===== src/hdl/pgdd_pkg.sv =====
// ----------------------------------------------------------------------------
// pgdd_pkg: shared types and constants for the diffusion-decay grid
// command/result payloads, opcodes, status codes, controller command bundle
// ----------------------------------------------------------------------------
package pgdd_pkg;

  localparam int X_CELLS_DEF = 16;
  localparam int Y_CELLS_DEF = 16;
  localparam int Z_CELLS_DEF = 16;

  localparam logic [1:0] OP_WRITE = 2'd0;
  localparam logic [1:0] OP_ADD   = 2'd1;
  localparam logic [1:0] OP_RUN   = 2'd2;
  localparam logic [1:0] OP_READ  = 2'd3;

  localparam logic [1:0] ST_OK    = 2'd0;
  localparam logic [1:0] ST_RANGE = 2'd1;
  localparam logic [1:0] ST_CLAMP = 2'd2;

  localparam logic [30:0] VAL_MAX = 31'h7FFF_FFFF;

  typedef struct packed {
    logic [1:0]         op;
    logic [3:0]         x_index;
    logic [3:0]         y_index;
    logic [3:0]         z_index;
    logic signed [31:0] amount;
    logic [7:0]         step_count;
  } request_t;

  typedef struct packed {
    logic [30:0] cell_value;
    logic [1:0]  status;
  } result_t;

  // controller -> datapath
  typedef struct packed {
    logic capture;    // latch request and sizes
    logic cell_rd;    // read addressed cell
    logic cell_wr;    // write / add back and present result
    logic sweep_start;// reset sweep counters
    logic sweep_en;   // advance compute sweep
    logic copy_start;
    logic copy_en;    // advance copy sweep
    logic clr_en;     // clearing pass
    logic run_done;   // present run result
  } dp_cmd_t;

  // datapath -> controller
  typedef struct packed {
    logic range_err;
    logic sweep_last;
    logic copy_last;
    logic clr_last;
    logic pipe_empty;
  } dp_stat_t;

endpackage


===== src/hdl/pgdd_ctrl.sv =====
// ----------------------------------------------------------------------------
// pgdd_ctrl: sequencing controller
// steps through cell access, sub-step sweeps, copy-back and reset clearing
// ----------------------------------------------------------------------------
module pgdd_ctrl (
  input  logic              clk,
  input  logic              rst,
  input  logic              start,
  input  logic [1:0]        op,
  input  logic [7:0]        step_count,
  input  pgdd_pkg::dp_stat_t stat,
  output pgdd_pkg::dp_cmd_t  cmd,
  output logic              busy
);
  import pgdd_pkg::*;

  typedef enum logic [2:0] {
    S_CLEAR, S_IDLE, S_CELL_RD, S_CELL_WR, S_SWEEP, S_DRAIN, S_COPY, S_DONE
  } state_t;

  state_t     state;
  logic [7:0] steps_left;

  always_comb begin
    cmd = '0;
    cmd.capture     = (state == S_IDLE) && start;
    cmd.cell_rd     = state == S_CELL_RD;
    cmd.cell_wr     = state == S_CELL_WR;
    cmd.sweep_start = ((state == S_IDLE) && start && op == OP_RUN) || (state == S_COPY && stat.copy_last);
    cmd.sweep_en    = state == S_SWEEP;
    cmd.copy_start  = state == S_DRAIN && stat.pipe_empty;
    cmd.copy_en     = state == S_COPY;
    cmd.clr_en      = state == S_CLEAR;
    cmd.run_done    = state == S_DONE;
  end

  assign busy = state != S_IDLE;

  always_ff @(posedge clk) begin
    if (rst) begin
      state      <= S_CLEAR;
      steps_left <= '0;
    end else begin
      unique case (state)
        S_CLEAR: if (stat.clr_last) state <= S_IDLE;
        S_IDLE: if (start) begin
          if (op == OP_RUN) begin
            steps_left <= step_count;
            state      <= (step_count == '0) ? S_DONE : S_SWEEP;
          end else begin
            state <= S_CELL_RD;
          end
        end
        S_CELL_RD: state <= S_CELL_WR;
        S_CELL_WR: state <= S_IDLE;
        S_SWEEP: if (stat.sweep_last) state <= S_DRAIN;
        S_DRAIN: if (stat.pipe_empty) state <= S_COPY;
        S_COPY: if (stat.copy_last) begin
          steps_left <= steps_left - 8'd1;
          state      <= (steps_left == 8'd1) ? S_DONE : S_SWEEP;
        end
        S_DONE: state <= S_IDLE;
        default: state <= S_IDLE;
      endcase
    end
  end

  a_run_has_steps: assert property (@(posedge clk) disable iff (rst)
    (state == S_SWEEP) |-> (steps_left != '0)) else $error("sweep with no steps left");
  a_idle_zero: assert property (@(posedge clk) disable iff (rst)
    (state == S_IDLE) |-> (steps_left == '0)) else $error("steps left while idle");
  a_wr_after_rd: assert property (@(posedge clk) disable iff (rst)
    (state == S_CELL_RD) |=> (state == S_CELL_WR)) else $error("cell access broken");
endmodule


===== config.mk =====
export PLATFORM = sky130hd
export DESIGN_NAME = pgdd_ctrl
export DESIGN_NICKNAME = d
export VERILOG_FILES = /design/src/hdl/pgdd_pkg.sv /design/src/hdl/pgdd_ctrl.sv
export SDC_FILE = /design/constraint.sdc
export NUM_CORES = 1
export LEC_CHECK = 0
export BUFFER_PORTS_ARGS = -buffer_cell sky130_fd_sc_hd__buf_2
export CAP_MARGIN = 5
export CELL_PAD_IN_SITES_DETAIL_PLACEMENT = 1
export CELL_PAD_IN_SITES_GLOBAL_PLACEMENT = 1
export CORE_ASPECT_RATIO = 0.6
export CORE_MARGIN = 3
export CORE_UTILIZATION = 30
export CTS_BUF_LIST = sky130_fd_sc_hd__clkbuf_8
export DETAILED_ROUTE_END_ITERATION = 12
export PLACE_DENSITY = 0.8
export SLEW_MARGIN = 5
export SYNTH_ARGS = -nofsm -noshare
export SYNTH_HDL_FRONTEND = slang
export SYNTH_SLANG_ARGS = --single-unit

===== constraint.sdc =====
create_clock -name clk -period 2.6 [get_ports clk]
set_input_delay 0.13 -clock clk [delete_from_list [all_inputs] [get_ports clk]]
set_output_delay 0.13 -clock clk [all_outputs]
set_load 0.05 [all_outputs]

==> reports/results.tsv <==
metric	value	unit
Synth Area in XOR/XNOR	0	
Post-synth EDFFs	0	
post-synthesis compound-gate area fraction	0.284	
Final Max Slew Viols	0	
clock-pin slew on the worst setup and hold paths	0.05	ns
Max Freq	409	MHz
Routed WL	2.76	mm
hold depth	3	
Synth Flop Type	dfxtp_1	
number of DRC markers in iteration 0	60	
ranking of synthesized cells by area	dfxtp_1 (27%), o21ai_0 (6.2%), a21oi_1 (5.6%)	
WHS	0.183	ns
Pre-Repair DR Iteration Count	4	
GRT Util Overall	0.172	
Synth area leader	dfxtp_1	
core area	2340	um2
crit path time final	2.44	ns
Worst-Margin Slew	0.792	ns
number of global-route vias before repair	910	
Worst Clk Skew	0.00361	ns
CTS root buffer	clkbuf_8	
setup TNS	0	ns
cell mode on critical path	inv_1	
status	complete, no violations	
Chip Width	72.9	um
P_int	312	uW
critical path's slowest cell	a22oi_1	
WS Path Type	flip-flop to output port	
mux share of post-synthesis cell area	0.0264	
grt total ovfl	0	
Nets	148	
Post-Syn Nets	121	
largest net degree at the start of global routing	15	
initial antenna violation count	0	
ant diodes	0	
Hold Crit Class	input port to flip-flop	
post-route antenna net violation count	0	
Detail Placement HPWL	2.15	mm
top-count cell post-synth	dfxtp_1	
synthesized instance count	101	
Max clock buf depth	2	
Slew HR	0.472	
num rows	13	
Net Sw Frac	0.316	
Cell variety after synth	37	
DP Cell Count	153	
area share of the largest cell type after synthesis	0.273	
Setup WS post-layout	0.156	ns
max incr delay on CP	0.67	ns
CTS buffer count	3	
post-synthesis simple-gate area fraction	0.280	
pwr dens	469	nW/um2
DRC	0	
worst slack, placed	0.401	ns
Post-CTS Hold Fix Bufs	0	
Critical Path RT	2.47	ns
Synthesis Warnings	0	
share of async-settable or async-resettable flops after synthesis	0	
post-CTS setup buffers	0	
Setup crit end kind	output port	
FF-to-FF path depth	5	
Clk pwr share	0.375	
Initial Utilization	0.344	
crit path DAT	2.31	ns
Net Sw Power	144	uW
layout cells sized above 1	0.268	
most instantiated cells after synthesis	dfxtp_1 (11), o21ai_0 (10), a21oi_1 (9)	
final setup fails	0	
Avg Inst Size Synth	7.98	um2
first-pass GRT wire length	4.30	mm
drt wl/cell	17.6	um
die span in y	46.1	um
RSZ-0062 raised after global routing	no	
I/O pin count	28	
Area Growth Syn to Fin	20.5	%
vias	908	
Final Wtd Congestion	0.837	
CP Cell Sequence	nand3b_1 -> inv_1 -> a22oi_1 -> inv_1 -> buf_2	
Peak VDD IR	0.219	mV
Port Buffers	26	
die area	3360	um2
Clock Latency Late Sink	0.24	ns
Leakage	0.000403	uW
fillcell total	310	
Gate power share	0.215	
Synth Area in Adders	0.0311	
flops & latches, synth	11	
CTS tree	built	
Design Power	455	uW
main combinational cell family by area after synthesis	compound AO/OA/AOI/OAI gates	
Mapped Area	806	um2
period utilization	0.940	
final std cells w/o fill	157	
Flop pwr share	0.410	
post-CTS resize count	0	
Via density	5.78	
clk sinks	11	
sequential share of the synthesized area	0.273	
CTS H-Tree Depth	1	
Worst setup SP type	flip-flop	
Max Cap Viol	0	
CP Max Fanout	13	
final hold violations	0	
worst max-delay path: cells and delay by family, from the launching register on:
family	cells	cell delay, ns
simple gates	1	0.19
flops	1	0.55
buf+inv	3	0.66
compound gates	1	0.67
sequential cells by signal, indices dropped and copies added (netlist names):
signal      cells
steps_left      8
state           3
cells by family after synthesis:
logic type / Yosys count
AO/OA/AOI/OAI: 36
multiplexers: 2
AND/OR/NAND/NOR: 37
flip-flops: 11
adder cells (fa/ha/maj): 2
buffers and inverters: 13
final timing paths:
check | end | start | slack (ns)
setup / recovery | cmd[5] | state[0] | 0.16
hold / removal | steps_left[7] | step_count[7] | 0.18
setup reg to reg | steps_left[0] | state[0] | 0.32
hold reg to reg | steps_left[5] | steps_left[5] | 0.50
cell type report:
type | instances | area [um2] | area share
sequential | 11 | 220 | 0.227
tap | 30 | 37.5 | 0.0387
multi-input combinational | 77 | 500 | 0.515
clock buffer | 3 | 41.3 | 0.0425
inverter | 8 | 30.0 | 0.0309
timing repair buffer | 27 | 138 | 0.142
clock inverter | 1 | 3.75 | 0.00387
routing by layer:
metal | global-route usage | up-vias | wire length, um
li1 | - | 433 | -
met5 | 0 | - | 0
met3 | 0.0501 | 4 | 178
met2 | 0.283 | 35 | 1270
met4 | 0.0588 | 0 | 46
met1 | 0.219 | 436 | 1260
layout by cell type (no fill, tap or decap):
cell type	n
a21oi_1	9
or4_1	3
a21oi_2	1
clkbuf_8	3
or4b_4	1
a22oi_1	1
buf_2	26
o21a_1	1
and3b_1	1
and3_1	2
dfxtp_1	11
nor4_1	1
and2_1	5
mux2i_1	1
mux2_2	1
ha_1	2
o2111ai_1	1
a32oi_1	2
and4_1	1
a221oi_1	1
o22ai_1	1
nor3b_1	5
inv_1	9
nand3b_1	1
nor3_1	5
a311o_1	1
a211oi_1	3
o21ai_0	10
nand2_1	2
nor2_1	8
and3_2	1
a2111oi_1	1
a21boi_1	1
a31oi_1	3
nand2b_1	1
buf_4	1
power groups by stage:
stage	sequential (uW)	clock (uW)	combinational, uW
floorplan	181	0	77.1
global placement	189	0	94.8
detailed placement	190	0	97.2
CTS	186	178	97.9
global route	188	187	105
finish	187	171	97.9
per-stage QoR:
| step | util | area [um2] |
|---|---|---|
| 2_1_floorplan | - | 806 |
| 3_3_place_gp | 0.395 | 926 |
| 3_5_place_dp | 0.395 | 926 |
| 4_1_cts | 0.415 | 971 |
| 5_1_grt | 0.415 | 971 |
| 6_report | 0.415 | 971 |
Note: power is estimated with default switching activity, not from simulation.
